===== src/rtl/core/jte_pkg.sv =====
// ----------------------------------------------------------------------------
// jte_pkg
// Shared types and constants for the JUMBF typed box extractor.
// ----------------------------------------------------------------------------
package jte_pkg;

  localparam int unsigned HoldDepth = 24;
  localparam int unsigned BurstLen  = 32;

  localparam logic [7:0]  MarkerLead = 8'hFF;
  localparam logic [7:0]  MkSoi      = 8'hD8;
  localparam logic [7:0]  MkEoi      = 8'hD9;
  localparam logic [7:0]  MkSos      = 8'hDA;
  localparam logic [7:0]  MkApp11    = 8'hEB;
  localparam logic [15:0] App11Hdr   = 16'd18;
  localparam logic [31:0] JumbTbox   = 32'h6a756d62;

  typedef enum logic [2:0] {
    ST_OK        = 3'd0,
    ST_NOT_FOUND = 3'd1,
    ST_NOT_JPEG  = 3'd2,
    ST_MARKER    = 3'd3,
    ST_SIZE      = 3'd4,
    ST_TRUNC     = 3'd5,
    ST_BAD_LEN   = 3'd6
  } status_e;

  // one parsed file byte turns into this description of its results
  typedef struct packed {
    logic                    one_byte;
    logic                    burst;
    logic [7:0]              byte_val;
    logic [BurstLen-1:0][7:0] burst_bytes;
    logic                    fin;
    status_e                 status;
    logic [31:0]             size;
  } step_t;

  function automatic logic [127:0] type_uuid(input logic [2:0] t);
    logic [127:0] u;
    begin
      unique case (t)
        3'd0: u = 128'h6579D6FB_DBA2446B_B2AC1B82_FEEB89D1;
        3'd1: u = 128'h786D6C20_00110010_800000AA_00389B71;
        3'd2: u = 128'h6A736F6E_00110010_800000AA_00389B71;
        3'd3: u = 128'h75756964_00110010_800000AA_00389B71;
        3'd4: u = 128'h40CB0C32_BB8A489D_A70B2AD6_F47F4369;
        3'd5: u = 128'h63626F72_00110010_800000AA_00389B71;
        default: u = '0;
      endcase
      return u;
    end
  endfunction

endpackage


===== src/rtl/core/jte_parser.sv =====
// ----------------------------------------------------------------------------
// jte_parser
// Marker segment walker: one file byte per accepted word, state update and
// result description in a single pass.
// ----------------------------------------------------------------------------
module jte_parser (
  input  logic          clk_i,
  input  logic          rst_ni,
  input  logic          cfg_we_i,
  input  logic [2:0]    cfg_wdata_i,
  input  logic          take_i,
  input  logic [7:0]    in_byte_i,
  input  logic          end_of_stream_i,
  output jte_pkg::step_t step_o
);
  import jte_pkg::*;

  localparam logic [3:0] PH_SOI0 = 4'd0;
  localparam logic [3:0] PH_SOI1 = 4'd1;
  localparam logic [3:0] PH_MK0  = 4'd2;
  localparam logic [3:0] PH_MK1  = 4'd3;
  localparam logic [3:0] PH_LEN  = 4'd4;
  localparam logic [3:0] PH_SKIP = 4'd5;
  localparam logic [3:0] PH_AHDR = 4'd6;
  localparam logic [3:0] PH_HOLD = 4'd7;
  localparam logic [3:0] PH_EMIT = 4'd8;
  localparam logic [3:0] PH_DONE = 4'd9;

  logic [2:0]  wtype_q;
  logic [3:0]  phase_q, phase_d;
  logic [4:0]  fc_q, fc_d;
  logic [15:0] seglen_q, seglen_d, skip_q, skip_d, inst_q, inst_d, linst_q, linst_d;
  logic [31:0] seq_q, seq_d, blen_q, blen_d, btype_q, btype_d;
  logic [31:0] expseq_q, expseq_d, llen_q, llen_d, cnt_q, cnt_d;
  logic        found_q, found_d;
  logic [7:0]  hold_q [HoldDepth];
  logic        hold_we;

  logic        push1, burst, fin;
  status_e     fst;
  logic [5:0]  inc;
  logic [32:0] sum;
  logic [127:0] cand;
  logic        match;
  logic [BurstLen-1:0][7:0] bb;
  logic [15:0] nl;
  logic [15:0] sk;

  always_comb begin
    for (int i = 0; i < 15; i++) begin
      cand[127-8*i -: 8] = hold_q[8+i];
    end
    cand[7:0] = in_byte_i;
    match = (wtype_q < 3'd6) && (cand == type_uuid(wtype_q));
    bb[0] = blen_q[31:24];
    bb[1] = blen_q[23:16];
    bb[2] = blen_q[15:8];
    bb[3] = blen_q[7:0];
    bb[4] = btype_q[31:24];
    bb[5] = btype_q[23:16];
    bb[6] = btype_q[15:8];
    bb[7] = btype_q[7:0];
    for (int i = 0; i < HoldDepth - 1; i++) begin
      bb[8+i] = hold_q[i];
    end
    bb[BurstLen-1] = in_byte_i;
  end

  always_comb begin
    phase_d = phase_q; fc_d = fc_q; seglen_d = seglen_q; skip_d = skip_q;
    inst_d = inst_q; seq_d = seq_q; blen_d = blen_q; btype_d = btype_q;
    linst_d = linst_q; expseq_d = expseq_q; llen_d = llen_q; found_d = found_q;
    hold_we = 1'b0; push1 = 1'b0; burst = 1'b0; fin = 1'b0; fst = ST_OK;
    nl = {seglen_q[7:0], in_byte_i};
    sk = skip_q - 16'd1;
    if (phase_q != PH_DONE) begin
      unique case (phase_q)
        PH_SOI0: begin
          if (in_byte_i == MarkerLead) phase_d = PH_SOI1;
          else begin fin = 1'b1; fst = ST_NOT_JPEG; end
        end
        PH_SOI1: begin
          if (in_byte_i == MkSoi) phase_d = PH_MK0;
          else begin fin = 1'b1; fst = ST_NOT_JPEG; end
        end
        PH_MK0: begin
          if (in_byte_i == MarkerLead) phase_d = PH_MK1;
          else begin fin = 1'b1; fst = ST_MARKER; end
        end
        PH_MK1: begin
          fc_d = '0;
          seglen_d = '0;
          if (in_byte_i == MkSos || in_byte_i == MkSoi || in_byte_i == MkEoi) begin
            fin = 1'b1;
            if (!found_q) fst = ST_NOT_FOUND;
            else if (llen_q == cnt_q) fst = ST_OK;
            else fst = ST_SIZE;
          end else if (in_byte_i == MkApp11) phase_d = PH_AHDR;
          else phase_d = PH_LEN;
        end
        PH_LEN: begin
          seglen_d = nl;
          fc_d = fc_q + 5'd1;
          if (fc_q != 5'd0) begin
            if (nl < 16'd2) begin
              fin = 1'b1; fst = ST_BAD_LEN;
            end else begin
              skip_d = nl - 16'd2;
              phase_d = (skip_d != '0) ? PH_SKIP : PH_MK0;
            end
          end
        end
        PH_SKIP: begin
          skip_d = sk;
          if (sk == '0) phase_d = PH_MK0;
        end
        PH_AHDR: begin
          if (fc_q < 5'd2) seglen_d = nl;
          else if (fc_q < 5'd4) seglen_d = seglen_q;
          else if (fc_q < 5'd6) inst_d = {inst_q[7:0], in_byte_i};
          else if (fc_q < 5'd10) seq_d = {seq_q[23:0], in_byte_i};
          else if (fc_q < 5'd14) blen_d = {blen_q[23:0], in_byte_i};
          else btype_d = {btype_q[23:0], in_byte_i};
          fc_d = fc_q + 5'd1;
          if (fc_q == 5'd1 && nl < App11Hdr) begin
            fin = 1'b1; fst = ST_BAD_LEN;
          end else if (fc_q >= 5'd17) begin
            skip_d = seglen_q - App11Hdr;
            fc_d = '0;
            if (found_q && inst_q == linst_q && seq_q == expseq_q) begin
              expseq_d = expseq_q + 32'd1;
              phase_d = PH_EMIT;
            end else if (!found_q && btype_d == JumbTbox && seq_q == 32'd1) begin
              phase_d = PH_HOLD;
            end else begin
              phase_d = PH_SKIP;
            end
            if (skip_d == '0) phase_d = PH_MK0;
          end
        end
        PH_HOLD: begin
          hold_we = 1'b1;
          fc_d = fc_q + 5'd1;
          skip_d = sk;
          if (fc_q >= 5'(HoldDepth - 1)) begin
            if (match) begin
              found_d = 1'b1;
              linst_d = inst_q;
              expseq_d = 32'd2;
              llen_d = blen_q;
              burst = 1'b1;
              phase_d = PH_EMIT;
            end else begin
              phase_d = PH_SKIP;
            end
          end
          if (sk == '0) phase_d = PH_MK0;
        end
        PH_EMIT: begin
          push1 = 1'b1;
          skip_d = sk;
          if (sk == '0) phase_d = PH_MK0;
        end
        default: ;
      endcase
      if (end_of_stream_i && !fin) begin
        fin = 1'b1; fst = ST_TRUNC;
      end
      if (fin) phase_d = PH_DONE;
    end
    inc = burst ? 6'(BurstLen) : {5'd0, push1};
    sum = {1'b0, cnt_q} + {27'd0, inc};
    cnt_d = sum[32] ? '1 : sum[31:0];
  end

  always_comb begin
    step_o.one_byte    = take_i & push1;
    step_o.burst       = take_i & burst;
    step_o.byte_val    = in_byte_i;
    step_o.burst_bytes = bb;
    step_o.fin         = take_i & fin;
    step_o.status      = fst;
    step_o.size        = cnt_d;
  end

  always_ff @(posedge clk_i or negedge rst_ni) begin
    if (!rst_ni) begin
      wtype_q <= '0;
      phase_q <= PH_SOI0; fc_q <= '0; seglen_q <= '0; skip_q <= '0;
      inst_q <= '0; seq_q <= '0; blen_q <= '0; btype_q <= '0;
      linst_q <= '0; expseq_q <= '0; llen_q <= '0; cnt_q <= '0; found_q <= 1'b0;
    end else begin
      if (cfg_we_i) wtype_q <= cfg_wdata_i;
      if (take_i) begin
        if (end_of_stream_i) begin
          phase_q <= PH_SOI0; fc_q <= '0; seglen_q <= '0; skip_q <= '0;
          inst_q <= '0; seq_q <= '0; blen_q <= '0; btype_q <= '0;
          linst_q <= '0; expseq_q <= '0; llen_q <= '0; cnt_q <= '0; found_q <= 1'b0;
        end else begin
          phase_q <= phase_d; fc_q <= fc_d; seglen_q <= seglen_d; skip_q <= skip_d;
          inst_q <= inst_d; seq_q <= seq_d; blen_q <= blen_d; btype_q <= btype_d;
          linst_q <= linst_d; expseq_q <= expseq_d; llen_q <= llen_d;
          cnt_q <= cnt_d; found_q <= found_d;
        end
      end
    end
  end

  always_ff @(posedge clk_i) begin
    if (take_i && hold_we && fc_q < 5'(HoldDepth)) begin
      hold_q[fc_q] <= in_byte_i;
    end
  end

endmodule


===== src/rtl/core/jte_emitter.sv =====
// ----------------------------------------------------------------------------
// jte_emitter
// Result register: holds the words of one step and hands them out one per
// cycle while out_ready_i is high, the done report on the last one.
// ----------------------------------------------------------------------------
module jte_emitter (
  input  logic           clk_i,
  input  logic           rst_ni,
  input  jte_pkg::step_t step_i,
  output logic           free_o,
  output logic           out_valid_o,
  input  logic           out_ready_i,
  output logic [7:0]     out_byte_o,
  output logic           byte_valid_o,
  output logic           box_start_o,
  output logic           run_last_o,
  output logic           done_res_o,
  output logic [2:0]     status_o,
  output logic [31:0]    collected_size_o
);
  import jte_pkg::*;

  logic [BurstLen-1:0][7:0] sh_q;
  logic [5:0]  rem_q;
  logic        bv_q, first_q, fin_q;
  status_e     st_q;
  logic [31:0] size_q;
  logic        pop, last;

  assign out_valid_o = rem_q != '0;
  assign pop         = out_valid_o && out_ready_i;
  assign last        = rem_q == 6'd1;
  assign free_o      = (rem_q == '0) || (last && out_ready_i);

  assign out_byte_o       = bv_q ? sh_q[0] : 8'd0;
  assign byte_valid_o     = bv_q;
  assign box_start_o      = bv_q & first_q;
  assign run_last_o       = last;
  assign done_res_o       = last & fin_q;
  assign status_o         = (last & fin_q) ? st_q : ST_OK;
  assign collected_size_o = (last & fin_q) ? size_q : 32'd0;

  always_ff @(posedge clk_i or negedge rst_ni) begin
    if (!rst_ni) begin
      rem_q   <= '0;
      bv_q    <= 1'b0;
      first_q <= 1'b0;
      fin_q   <= 1'b0;
    end else if (step_i.burst) begin
      rem_q <= 6'(BurstLen); bv_q <= 1'b1; first_q <= 1'b1; fin_q <= step_i.fin;
    end else if (step_i.one_byte || step_i.fin) begin
      rem_q <= 6'd1; bv_q <= step_i.one_byte; first_q <= 1'b0; fin_q <= step_i.fin;
    end else if (pop) begin
      rem_q   <= rem_q - 6'd1;
      first_q <= 1'b0;
      if (last) begin
        bv_q  <= 1'b0;
        fin_q <= 1'b0;
      end
    end
  end

  always_ff @(posedge clk_i) begin
    if (step_i.burst) begin
      sh_q <= step_i.burst_bytes;
    end else if (step_i.one_byte) begin
      sh_q[0] <= step_i.byte_val;
    end else if (pop) begin
      for (int i = 0; i < BurstLen - 1; i++) begin
        sh_q[i] <= sh_q[i+1];
      end
    end
    if (step_i.fin) begin
      st_q   <= step_i.status;
      size_q <= step_i.size;
    end
  end

endmodule


===== src/rtl/core/jumbf_typed_box_extractor_unit.sv =====
// ----------------------------------------------------------------------------
// jumbf_typed_box_extractor_unit
// Extracts the JUMBF box of a chosen content type from a JPEG byte stream.
// ----------------------------------------------------------------------------
//  channel | handshake              | payload
//  in      | in_valid_i/in_ready_o  | in_byte_i, end_of_stream_i
//  out     | out_valid_o/out_ready_i| out_byte_o .. collected_size_o
//  cfg     | cfg_we_i               | cfg_wdata_i (wanted type)
//
// One file byte per ready cycle. A byte that completes a type match yields 32
// output words (box header plus held payload); input waits while they drain.
// Other bytes yield zero or one word. The output register lets the next
// byte in during the cycle the last word is taken. Reset is async, active low.
module jumbf_typed_box_extractor_unit (
  input  logic        clk_i,
  input  logic        rst_ni,
  input  logic        cfg_we_i,
  input  logic [2:0]  cfg_wdata_i,
  input  logic        in_valid_i,
  output logic        in_ready_o,
  input  logic [7:0]  in_byte_i,
  input  logic        end_of_stream_i,
  output logic        out_valid_o,
  input  logic        out_ready_i,
  output logic [7:0]  out_byte_o,
  output logic        byte_valid_o,
  output logic        box_start_o,
  output logic        run_last_o,
  output logic        done_res_o,
  output logic [2:0]  status_o,
  output logic [31:0] collected_size_o
);
  import jte_pkg::*;

  step_t step;
  logic  free;
  logic  take;

  assign in_ready_o = free;
  assign take       = in_valid_i & free;

  jte_parser u_parser (
    .clk_i           (clk_i),
    .rst_ni          (rst_ni),
    .cfg_we_i        (cfg_we_i),
    .cfg_wdata_i     (cfg_wdata_i),
    .take_i          (take),
    .in_byte_i       (in_byte_i),
    .end_of_stream_i (end_of_stream_i),
    .step_o          (step)
  );

  jte_emitter u_emitter (
    .clk_i            (clk_i),
    .rst_ni           (rst_ni),
    .step_i           (step),
    .free_o           (free),
    .out_valid_o      (out_valid_o),
    .out_ready_i      (out_ready_i),
    .out_byte_o       (out_byte_o),
    .byte_valid_o     (byte_valid_o),
    .box_start_o      (box_start_o),
    .run_last_o       (run_last_o),
    .done_res_o       (done_res_o),
    .status_o         (status_o),
    .collected_size_o (collected_size_o)
  );

endmodule

===== config.mk =====
export PLATFORM = sky130hd
export DESIGN_NAME = jumbf_typed_box_extractor_unit
export DESIGN_NICKNAME = d
export VERILOG_FILES = /design/src/rtl/core/jte_pkg.sv /design/src/rtl/core/jte_parser.sv /design/src/rtl/core/jte_emitter.sv /design/src/rtl/core/jumbf_typed_box_extractor_unit.sv
export SDC_FILE = /design/constraint.sdc
export NUM_CORES = 1
export LEC_CHECK = 0
export BUFFER_PORTS_ARGS = -buffer_cell sky130_fd_sc_hd__buf_2
export CORE_MARGIN = 1
export CORE_UTILIZATION = 30
export CTS_BUF_LIST = sky130_fd_sc_hd__clkbuf_2 sky130_fd_sc_hd__clkbuf_4 sky130_fd_sc_hd__clkbuf_8
export DETAILED_ROUTE_END_ITERATION = 12
export GPL_TIMING_DRIVEN = 0
export PLACE_DENSITY_LB_ADDON = 0.1
export SLEW_MARGIN = 15
export SYNTH_ARGS = -nofsm -noshare
export SYNTH_HDL_FRONTEND = slang
export SYNTH_SLANG_ARGS = --single-unit

===== constraint.sdc =====
create_clock -name clk_i -period 15.05 [get_ports clk_i]
set_input_delay 1.505 -clock clk_i [delete_from_list [all_inputs] [get_ports clk_i]]
set_output_delay 1.505 -clock clk_i [all_outputs]
set_load 0.02 [all_outputs]

======== Word-level counts from Yosys, hierarchy flattened ========
Memories as Yosys holds them, arrays and structs flattened.
Index checks and enable logic that the tools add are counted.
word-level totals
  output and inout bits ................... 49
  memories ................................ 1
  input bits .............................. 17
  RAM bits ................................ 192
  logic and storage cells ................. 334
  flip-flop bits (word level) ............. 569
memory list
  name             words  bits a word  read ports  clocked after Yosys merged registers in  wr ports  line              RTL
  u_parser.hold_q  24     8            23          0                                        1         jte_parser.sv:36  logic [7:0] hold_q [HoldDepth];
cells by class
  magnitude comparators ................... 11
  equal/unequal tests ..................... 50
  add/subtract/negate cells ............... 7
  multiplexer cells ....................... 146
  reduce and logical (&&, ||, !) cells .... 59
  bitwise logic cells ..................... 7
operators with widths
  cell                   number
  $mux 32                40
  $pmux 127 s6           1
  $mux 248               2
  $mux 16                20
  $mux 240               1
  $eq 128x127->1         1
  $pmux 16 s3            2
  $mux 4                 17
  $eq 32x32->1           2
  $pmux 32 s2            1
  $eq 8x8->1 const B     5
  $mux 1                 34
  $add 32x6->33          1
  $add 32x1->32 const B  1
  $eq 32x1->1 const B    1
  $eq 32x31->1 const B   1
  $logic_not 16->1       2
  $pmux 4 s8             1
  $mux 3                 9
  $mux 6                 4
  $mux 5                 4
  $ne 4x2->1 const B     5
  $ne 3x2->1 const B     6
  $pmux 3 s6             1
  57 further kinds       118

======== Depth between registers and ports, before layout ========
Gate-level depths: netlist (run 1).
  depth after elaboration ................. 20
  gate-level depth with buffers ........... 23
  gate-level depth less buffers ........... 19

======== Modules after synthesis ========
A second synthesis (run 1) with hierarchy kept.
second synthesis, totals
  cell total of the unflattened synthesis .. 2926
  area total of the unflattened synthesis .. 35683.0 um^2
modules (own cells, without submodules)
  module                          times used  seq. area each (um^2)  area an instance (um^2)  cells each
  jte_parser                      1           12256.8                23027.1                  2231
  jte_emitter                     1           8963.6                 12649.6                  694
  jumbf_typed_box_extractor_unit  1           0.0                    6.3                      1

======== Least setup slack after synthesis (run 1) ========
Ideal clock, no wire load.
  kind .................................... input -> register
  from .................................... input in_byte_i[5]
  to ...................................... register u_emitter.sh_q[100] (netlist name), enable pin
  setup slack ............................. -0.278 ns
  arrival time ............................ 14.408 ns
  buffers on the path ..................... 0
  library setup time ...................... 0.920 ns
  required time ........................... 14.130 ns
  cell stages on the path ................. 7
  cell sequence ........................... or4_1 o41ai_1 nor4b_1 nand4_1 nor2_1 nand3_1 a21oi_1
between the ends
  longest elaborated chain between the ends .. 9
  elaborated cells on any way between the ends .. 10
  those cells by class .................... 2 x eq/ne; 4 x mux; 1 x bitwise; 3 x reduce/logical
ends and longest elaborated chain
  item                                                       line                                  RTL
  from (decl)                                                jumbf_typed_box_extractor_unit.sv:21  input logic [7:0] in_byte_i,
  $eq 128x127->1 (*)                                         jte_parser.sv:54                      match = (wtype_q < 3'd6) && (cand == type_uuid(wtype_q));
  $logic_and 1x1->1 (*)                                      jte_parser.sv:54
  $mux 1 (*)                                                 jte_parser.sv:146                     if (match) begin
  $mux 1 (*)                                                 jte_parser.sv:145                     if (fc_q >= 5'(HoldDepth - 1)) begin
  $mux 1 (*)                                                 jte_parser.sv:77                      unique case (phase_q)
  $mux 1 (*)                                                 jte_parser.sv:76                      if (phase_q != PH_DONE) begin
  $and 1x1->1 (*)                                            jte_parser.sv:178                     step_o.burst = take_i & burst;
  $ne 2x2->1 (no line) or $reduce_bool 2->1 (tied branches)  -
  $reduce_and 2->1 (no line) (*)                             -
  to (signal assigned)                                       jte_emitter.sv:65                     sh_q <= step_i.burst_bytes;
  to (signal, indexed assignment)                            jte_emitter.sv:70                     sh_q[i] <= sh_q[i+1];
  to (decl)                                                  jte_emitter.sv:23                     logic [BurstLen-1:0][7:0] sh_q;
Mark *: on every way between the ends. The rest lies on a longest branch, timed or not.
A chain may end at the register's enable or synchronous reset.

======== Worst setup path after layout (run 1) ========
  from .................................... input in_byte_i[0]
  to ...................................... register u_parser.cnt_q[18]
between the ends
  longest elaborated chain between the ends .. 10
ends and longest elaborated chain
  item                  line               RTL
  $eq 128x127->1        jte_parser.sv:54
  $logic_and 1x1->1     jte_parser.sv:54
  $mux 1                jte_parser.sv:146
  $mux 1                jte_parser.sv:145
  $mux 1                jte_parser.sv:77
  $mux 1                jte_parser.sv:76
  $mux 6                jte_parser.sv:171  inc = burst ? 6'(BurstLen) : {5'd0, push1};
  $add 32x6->33         jte_parser.sv:172  sum = {1'b0, cnt_q} + {27'd0, inc};
  $mux 32               jte_parser.sv:173  cnt_d = sum[32] ? '1 : sum[31:0];
  $mux 32               jte_parser.sv:195  if (end_of_stream_i) begin
  to (signal assigned)  jte_parser.sv:203  cnt_q <= cnt_d; found_q <= found_d;
  to (decl)             jte_parser.sv:34   logic [31:0] expseq_q, expseq_d, llen_q, llen_d, cnt_q, cnt_d;
No other way between the ends.

==> results of run 1 <==
## worst max-delay path: stages
cell	delay, ps
buf_2	620
clkbuf_1	900
nand3_1	210
o22ai_1	370
o2111ai_1	160
nor4_1	340
nand3_1	150
or3_1	670
inv_1	140
ha_1	180
a31oi_1	240
nor4_1	1020
nand3_1	510
nor3_1	840
clkbuf_1	480
o21ai_0	180
a21oi_1	200
## kinds of logic (layout without fill, tap and decap cells)
logic type      Yosys count  after routing  share of synthesized area (%)
simple gates           1612           1612                           21.4
xor+xnor                147            147                           3.67
other cells               0              2                              0
buf+inv                 232            573                           2.92
mux                      11             11                          0.328
compound gates          550            550                           10.6
flops                   753            753                           60.5
fa+ha+maj                19             19                          0.677
## flip-flops by register name, summed over array words and instances (netlist names), 6 cells and up
| register | flops |
|---|---|
| u_emitter.rem_q | 6 |
| u_emitter.sh_q | 256 |
| u_emitter.size_q | 32 |
| u_parser.blen_q | 32 |
| u_parser.btype_q | 32 |
| u_parser.cnt_q | 32 |
| u_parser.expseq_q | 32 |
| u_parser.hold_q | 184 |
| u_parser.inst_q | 16 |
| u_parser.linst_q | 16 |
| u_parser.llen_q | 32 |
| u_parser.seglen_q | 16 |
| u_parser.seq_q | 32 |
| u_parser.skip_q | 16 |
## cell type report
type,count,area share (%)
inverters,42,0.387
clock inverters,49,0.847
clock buffers,205,6.19
diodes,2,0.0123
repair buffers,87,1.96
well taps,1524,4.68
plain buffers,190,2.13
flip-flops and latches,753,52.1
multi-input cells,2339,31.7
## power by group
| group | internal (mW) | switching, mW | total [mW] | leakage [nW] |
|---|---|---|---|---|
| clock network | 1.09 | 0.949 | 2.04 | 1.52 |
| logic | 0.369 | 0.714 | 1.08 | 6.55 |
| registers | 2.46 | 0.192 | 2.66 | 8.26 |
## through the flow
step | power [mW] | util [%]
after floorplan | 3.34 | -
after detailed placement | 3.78 | 32.6
final | 5.78 | 35.1
after CTS | 5.85 | 35.1
after global routing | 6.08 | 35.1
after global placement | 3.78 | 32.2
## final timing paths
| check | from | endpoint | cells past startpoint |
|---|---|---|---|
| worst max-delay path | in_byte_i[0] | u_parser.cnt_q[18] | 17 |
| worst min-delay path | u_emitter.sh_q[131] | u_emitter.sh_q[123] | 2 |
| worst max register to register | u_parser.wtype_q[2] | u_parser.cnt_q[18] | 20 |
| worst min register to register | u_emitter.sh_q[131] | u_emitter.sh_q[123] | 2 |
| max in group asynchronous | rst_ni | u_parser.wtype_q[2] | 3 |
| min in group asynchronous | rst_ni | u_parser.cnt_q[18] | 1 |
## layer usage
layer,up-vias,track usage [%],part of all wire (%)
met3,169,3.10,4.3
met2,644,30.6,46
li1,12400,-,-
met5,-,0,0.011
met4,2,5.51,2.1
met1,13100,27.9,48
## cell usage in the layout, fill, tap and decap left out, types with 59 or more instances in the layout
cell / count
xor2_1: 59
nand2_1: 920
edfxtp_1: 475
o21ai_0: 155
nor3_1: 59
buf_2: 92
and2_1: 82
nor4_1: 62
nand3_1: 93
a22o_1: 91
a21oi_1: 89
clkbuf_8: 157
clkbuf_1: 122
dfrtp_1: 278
nor2_1: 122
xnor2_1: 88
==> metrics.cfg, run 1 <==
[status]
status = complete, no violations

[global_route]
grt_pass1_wl_um = 173000
grt_max_degree = 91
antenna_found_initial = 3
overflow = 0
track_usage_pct = 19.6
grt_pass1_vias = 26100

[clocking]
clkSlewWorstSetupHoldPaths_ps = 60
root_buffer = clkbuf_8
ctsHoldBuffers = 0
cts_inserted_buffers = 140
clk_latency_ps = 850
h-tree-depth = 4
cts_sinks = 753
cts_buffer_depth = 3
cts_resized = 0
post_cts_buffers = 0
cts_tree = built

[sta]
rsz0062_at_grt = no
slew_violations = 0
worst_pin_slew_ps = 1210
fin_crit_ps = 8040
report.final.setup_viol = 0
setup_tns_ps = 0
skew_ps = 48.5
finalCritPeriodShare_pct = 53.4
max_slew_margin_pct = 19.3
finalHoldViolations = 0
setup_ws_ps = 7010
holdWs_ps = 482
max_freq_ghz = 0.124

[placed_design]
dp_hpwl_um = 79600
place_area_mm2 = 0.0379
port_buffers = 64
dpl.cell_count = 4935
gp_congestion = 0.874
dpl_worst_slack_ps = 6160

[synth]
synth_common_cells = nand2_1, edfxtp_1, dfrtp_1
synth.most_common_cell = nand2_1
ys_ff_latch = 753
synth_area_mm2 = 0.0351
yosysTopAreaCell = edfxtp_1
synth_enable_flop_cells = 475
yosys_warnings = 0
synth_top_area_share_pct = 40.6
synth_nets = 3360
yosysUniqueCellTypes = 89
syn_inst = 3324
synth.area.top_cells = edfxtp_1, dfrtp_1, nand2_1, a22o_1, o21ai_0
async_flop_share_pct = 36.9
ys_seq_area_share_pct = 60.5
postSynthAreaPerCell_um2 = 10.6
synthFlopType = edfxtp_1

[floorplan]
row_count = 125
die_w_um = 344
start_util_pct = 30.2
ios = 66
coreArea_mm2 = 0.116
die_area_mm2 = 0.118
die_h_um = 344

[route]
vias_per_cell = 5.08
wl_per_cell_um = 22.2
drt_iter0_markers = 2053
vias = 26300
drtPass1Iterations = 5
drc = 0
routed_wirelength_um = 115000
ant_nets = 0

[pwr]
power.density_mw_per_mm2 = 142
peakVddDrop_mv = 0.0830
p_leak_nw = 16.3

[worst_setup_path]
critical_path_required_ps = 15810
worstSetupStartpointType = input pin
crit_fanout = 26
reg2reg_slack_ps = 7460
critPathCaptureType = flop
worstPathArrival_ps = 8800
path_class = in2reg

[finish]
drive_gt1_share_pct = 11.5
final-seq-area_mm2 = 0.0212
fin_cells = 5191
nFillCells = 11800
design_area_mm2 = 0.0408
area.growth.synth_to_final_pct = 16.1
final_nets = 3589
multi_input_area_mm2 = 0.0129

[run]
max_cap_violations = 0

[min_path]
hp-class = reg2reg

(Power assumes the default switching activity.)
==> run 2, diff against run 1 <==
clock period = 7.8 ns   (was 15.05 ns; I/O delays follow)
==> metrics.cfg, run 2 (synthesis gave the netlist of run 1 again) <==
[pwr]
power.density_mw_per_mm2 = 272
p_int_mw = 7.56
total_power_mw = 11.1
p_comb_share_pct = 19.0
peakVddDrop_mv = 0.149
power_frac_seq_pct = 46.2
switching_power_mw = 3.51
p_leak_nw = 16.3
sw_frac_of_total_pct = 31.7
clkPwrFrac_pct = 34.8

[sta]
finalHoldViolations = 0
setup_tns_ps = 0
finalCritPeriodShare_pct = 89.0
setup_ws_ps = 860
worst_pin_slew_ps = 1150
slew_violations = 0
rsz0062_at_grt = no
fin_crit_ps = 6940
report.final.setup_viol = 0
max_freq_ghz = 0.144
max_slew_margin_pct = 23.1
skew_ps = 44.2

[route]
wl_per_cell_um = 22.2
vias = 26200
drt_iter0_markers = 2001
drtPass1Iterations = 6
drc = 0
ant_nets = 0
routed_wirelength_um = 115000
vias_per_cell = 5.05

[global_route]
grt_pass1_wl_um = 173000
overflow = 0
track_usage_pct = 19.6
antenna_found_initial = 7
grt_pass1_vias = 26200
grt_max_degree = 84

[worst_setup_path]
rr_startpoint = u_parser.wtype_q[2]
worstSetupStartpointType = flop
worstPathArrival_ps = 7690
crit_fanout = 10
worstReg2RegEnd = u_parser.cnt_q[14]
critical_path_required_ps = 8550
critPathCaptureType = flop
reg2reg_depth = 18
reg2reg_slack_ps = 860
path_class = reg2reg

[finish]
largest_reg_flops = 256
nFillCells = 11800
layout_commonest_cell = nand2_1
design_area_mm2 = 0.0407
top_regs = u_emitter.sh_q: 256 flops, u_parser.hold_q: 184 flops
top_register = u_emitter.sh_q
area.growth.synth_to_final_pct = 15.9
final_cell_mix = nand2_1, edfxtp_1, dfrtp_1
drive_gt1_share_pct = 11.4
fin_cells = 5192
final_nets = 3593

[clocking]
cts_inserted_buffers = 142
root_buffer = clkbuf_8
cts_sinks = 753
h-tree-depth = 4
clkSlewWorstSetupHoldPaths_ps = 60
cts_resized = 0
cts_buffer_depth = 3
cts_tree = built
clk_latency_ps = 850

[min_path]
hp-start = cfg_we_i
min_path_cells = 2
hp-class = in2reg
hold_end = u_parser.wtype_q[1]

[floorplan]
row_count = 125
start_util_pct = 30.2
ios = 66
die_h_um = 344
coreArea_mm2 = 0.116
die_w_um = 344
die_area_mm2 = 0.118

[placed_design]
port_buffers = 64
dpl_worst_slack_ps = -177
dp_hpwl_um = 79600
gp_congestion = 0.883
dpl.cell_count = 4936
place_area_mm2 = 0.0379

[run]
max_cap_violations = 0

[status]
status = complete, no violations

## run 2: changes by cell type in the layout (fill, tap and decap cells not counted), sizes merged
cell | before | now
diode | 2 | 3
clkinvlp | 1 | 6
clkbuf | 328 | 323
buf | 154 | 155
inv | 53 | 49
dlygate4sd3 | 0 | 1
bufinv | 0 | 2
## run 2: worst max path at each step
| stage | to | startpoint | cells past startpoint | slack (ps) |
|---|---|---|---|---|
| after floorplan | u_emitter.sh_q[100] | u_parser.wtype_q[2] | 14 | 800 |
| after global placement | u_emitter.sh_q[111] | in_byte_i[3] | 10 | -3190 |
| after detailed placement | u_parser.cnt_q[14] | in_byte_i[0] | 17 | -180 |
| after CTS | u_parser.cnt_q[14] | u_parser.wtype_q[2] | 18 | 460 |
| after global routing | u_parser.cnt_q[15] | u_parser.wtype_q[2] | 18 | 380 |
| final | u_parser.cnt_q[14] | u_parser.wtype_q[2] | 18 | 860 |
## run 2: metal layers
| layer | vias up | track usage, % | part of all wire, % |
|---|---|---|---|
| met3 | 179 | 3.09 | 4.3 |
| met5 | - | 0 | 0 |
| met4 | 0 | 5.70 | 2.3 |
| li1 | 12400 | - | - |
| met1 | 13000 | 28.1 | 49 |
| met2 | 598 | 30.2 | 45 |
## run 2: final cells by class
type	instances	area, µm²	share of cell area [%]
antenna	3	7.51	0.0185
buffer	190	866	2.13
clock buffer	200	2450	6.01
clock inverter	52	318	0.781
inverter	42	158	0.388
multi-input combinational	2339	12900	31.8
sequential	753	21200	52.2
tap	1524	1910	4.69
timing repair buffer	89	832	2.05
## run 2: timing repair
item	4_1_cts	5_1_grt
endpoints found under the hold margin	49	0
hold buffers	1	0
setup buffers	0	0
## run 2: worst max-delay path, stage by stage, from the launching register on
cell and delay, ps:
dfrtp_1 520, ha_1 250, buf_2 270, buf_4 230, or3b_1 360, a222oi_1 470, o211ai_1 190, nor4_1 450
nand3_1 150, or3_1 660, inv_1 140, ha_1 180, a31oi_1 250, nor4_2 710, nand3_1 430, nor3_1 620
clkbuf_1 520, o21ai_0 190, a21oi_1 200
## run 2: metrics by stage
stage / util, % / hold slack, ps
after floorplan: - / 456
after global placement: 32.2 / 487
after detailed placement: 32.7 / 477
after CTS: 35.0 / 130
after global routing: 35.1 / 177
final: 35.1 / 209
## run 2: power groups by stage
| stage | sequential [mW] | clock (mW) | combinational, mW |
|---|---|---|---|
| detailed placement | 5.18 | 0 | 2.10 |
| global route | 5.17 | 4.15 | 2.34 |
| CTS | 5.12 | 3.98 | 2.11 |
| finish | 5.11 | 3.85 | 2.11 |
| global placement | 5.23 | 0 | 2.03 |
| floorplan | 5.07 | 0 | 1.36 |
==> run 3, diff against run 2 <==
SYNTH_HIERARCHICAL = 1   (was unset)
==> metrics.cfg, run 3 <==
[synth]
yosys_warnings = 6
syn_inst = 2926
synth_enable_flop_cells = 475
synth_area_mm2 = 0.0357
async_flop_share_pct = 36.9
yosysUniqueCellTypes = 97
synth_common_cells = edfxtp_1, nand2_1, dfrtp_1
postSynthAreaPerCell_um2 = 12.2
ys_ff_latch = 753
synthFlopType = edfxtp_1
synth.most_common_cell = edfxtp_1
yosysTopAreaCell = edfxtp_1
synth_top_area_share_pct = 40.0
synth_nets = 2961
ys_seq_area_share_pct = 59.5
synth.area.top_cells = edfxtp_1, dfrtp_1, mux2_2, nand2_1, xnor2_1

[finish]
fin_cells = 4796
final_nets = 3179
largest_reg_flops = 256
post-route-util_pct = 34.9
top_regs = u_emitter/sh_q: 256 flops, u_parser/hold_q: 184 flops
design_area_mm2 = 0.0412
area.growth.synth_to_final_pct = 15.4
layout_commonest_cell = edfxtp_1
drive_gt1_share_pct = 22.0
final_cell_mix = edfxtp_1, nand2_1, dfrtp_1
top_register = u_emitter/sh_q

[sta]
finalHoldViolations = 0
rsz0062_at_grt = no
finalCritPeriodShare_pct = 95.1
holdWs_ps = 204
slew_violations = 0
setup_tns_ps = 0
max_freq_ghz = 0.135
max_slew_margin_pct = 17.1
report.final.setup_viol = 0
setup_ws_ps = 386
worst_pin_slew_ps = 1230
skew_ps = 41.4
fin_crit_ps = 7410

[clocking]
cts_inserted_buffers = 137
cts_sinks = 753
cts_buffer_depth = 3
root_buffer = clkbuf_8
post_cts_buffers = 0
cts_tree = built
clkSlewWorstSetupHoldPaths_ps = 60
h-tree-depth = 4
clk_latency_ps = 830

[min_path]
hp-class = in2reg
hp-start = cfg_wdata_i[1]
min_path_cells = 3
hold_end = u_parser/wtype_q[1]

[floorplan]
die_area_mm2 = 0.120
die_h_um = 347
row_count = 126
die_w_um = 347
ios = 66
start_util_pct = 30.3
coreArea_mm2 = 0.118

[worst_setup_path]
path_depth = 17
worstSetupStartpointType = flop
critPathSlowestCell = a2111oi_1
slowest_delay_ps = 700
path_class = reg2reg
reg2reg_depth = 17
crit_fanout = 23
rr_startpoint = u_parser/wtype_q[1]
critPathTopFamily = buffers and inverters
critPathCaptureType = flop
critPathBufInv = 10
reg2reg_slack_ps = 390
worstReg2RegEnd = u_emitter/sh_q[119]
critical_path_required_ps = 8310
crit_chain = ha_1 > buf_2 > buf_1 > a2111oi_1 > o32ai_1 > or4_1 > nor4_4 > and2_1 > buf_2 > buf_2 > clkbuf_1 > o21bai_4 > buf_16 > buf_16 > buf_12 > buf_12 > buf_16
worstPathArrival_ps = 7930

[run]
max_cap_violations = 0

[route]
drt_iter0_markers = 1866
drtPass1Iterations = 8
wl_per_cell_um = 23.0
vias_per_cell = 5.13
routed_wirelength_um = 110000
ant_nets = 0
drc = 0
vias = 24600

[global_route]
grt_pass1_vias = 25200
grt_pass1_wl_um = 166000
grt_max_degree = 81
track_usage_pct = 18.3
overflow = 0
antenna_found_initial = 2

[pwr]
power_frac_seq_pct = 45.5
clkPwrFrac_pct = 32.9
total_power_mw = 11.7
p_leak_nw = 15.7
switching_power_mw = 3.66
power.density_mw_per_mm2 = 284
p_int_mw = 8.01
sw_frac_of_total_pct = 31.3
p_comb_share_pct = 21.7
peakVddDrop_mv = 0.143

[status]
status = complete, no violations

[placed_design]
dpl_worst_slack_ps = -174
dpl.cell_count = 4540
port_buffers = 63
dp_hpwl_um = 79300
place_area_mm2 = 0.0383
gp_congestion = 0.876

run 3: timing repair:
action / 4_1_cts / 5_1_grt
gates resized for setup: 2 / 1
hold buffers: 1 / 0
setup endpoints to repair: 44 / 50
pin swaps: 0 / 0
cloned: 0 / 0
endpoints found under the hold margin: 69 / 0
run 3: logic make-up after synthesis:
kind of cell    synth area share [%]
simple gates                    13.9
flops                           59.5
compound gates                  9.25
mux                             9.83
buf+inv                         3.36
xor+xnor                        3.53
fa+ha+maj                      0.631
run 3: area by class of cell:
cell class | instances | area (µm²)
clock inverters | 44 | 275
repair buffers | 79 | 718
inverters | 71 | 267
well taps | 1536 | 1920
clock buffers | 205 | 2510
fillers | 11800 | 76800
multi-input cells | 1916 | 13300
flip-flops and latches | 753 | 21200
diodes | 6 | 15.0
plain buffers | 186 | 931
run 3: power by group through the flow:
| stage | registers (mW) | logic [mW] | clock network, mW |
|---|---|---|---|
| floorplan | 5.26 | 1.71 | 0 |
| global placement | 5.43 | 2.45 | 0 |
| detailed placement | 5.38 | 2.53 | 0 |
| CTS | 5.31 | 2.55 | 3.99 |
| global route | 5.37 | 2.76 | 4.16 |
| finish | 5.31 | 2.53 | 3.84 |
run 3: how the worst max path moves through the flow:
stage,start,slack [ps],end
after floorplan,out_ready_i,1250,u_emitter/sh_q[100]
after global placement,out_ready_i,-1820,u_emitter/sh_q[127]
after detailed placement,u_parser/wtype_q[1],-170,u_parser/cnt_q[16]
after CTS,u_parser/wtype_q[1],50,u_emitter/sh_q[128]
after global routing,u_parser/wtype_q[1],60,u_emitter/sh_q[128]
final,u_parser/wtype_q[1],390,u_emitter/sh_q[119]
run 3: worst reg2reg max path: stages (launching register included):
cell	delay (ps)
dfrtp_1	520
ha_1	380
buf_2	270
buf_1	350
a2111oi_1	710
o32ai_1	330
or4_1	610
nor4_4	580
and2_1	620
buf_2	360
buf_2	320
clkbuf_1	450
o21bai_4	480
buf_16	250
buf_16	190
buf_12	230
buf_12	220
buf_16	210
run 3: per-layer routing:
metal	share of wire, %	GRT usage, %	wire, µm
met1	46	24.8	50500
met2	48	30.2	53000
met3	4.2	2.87	4630
met4	2.1	5.12	2280
met5	0	0	0
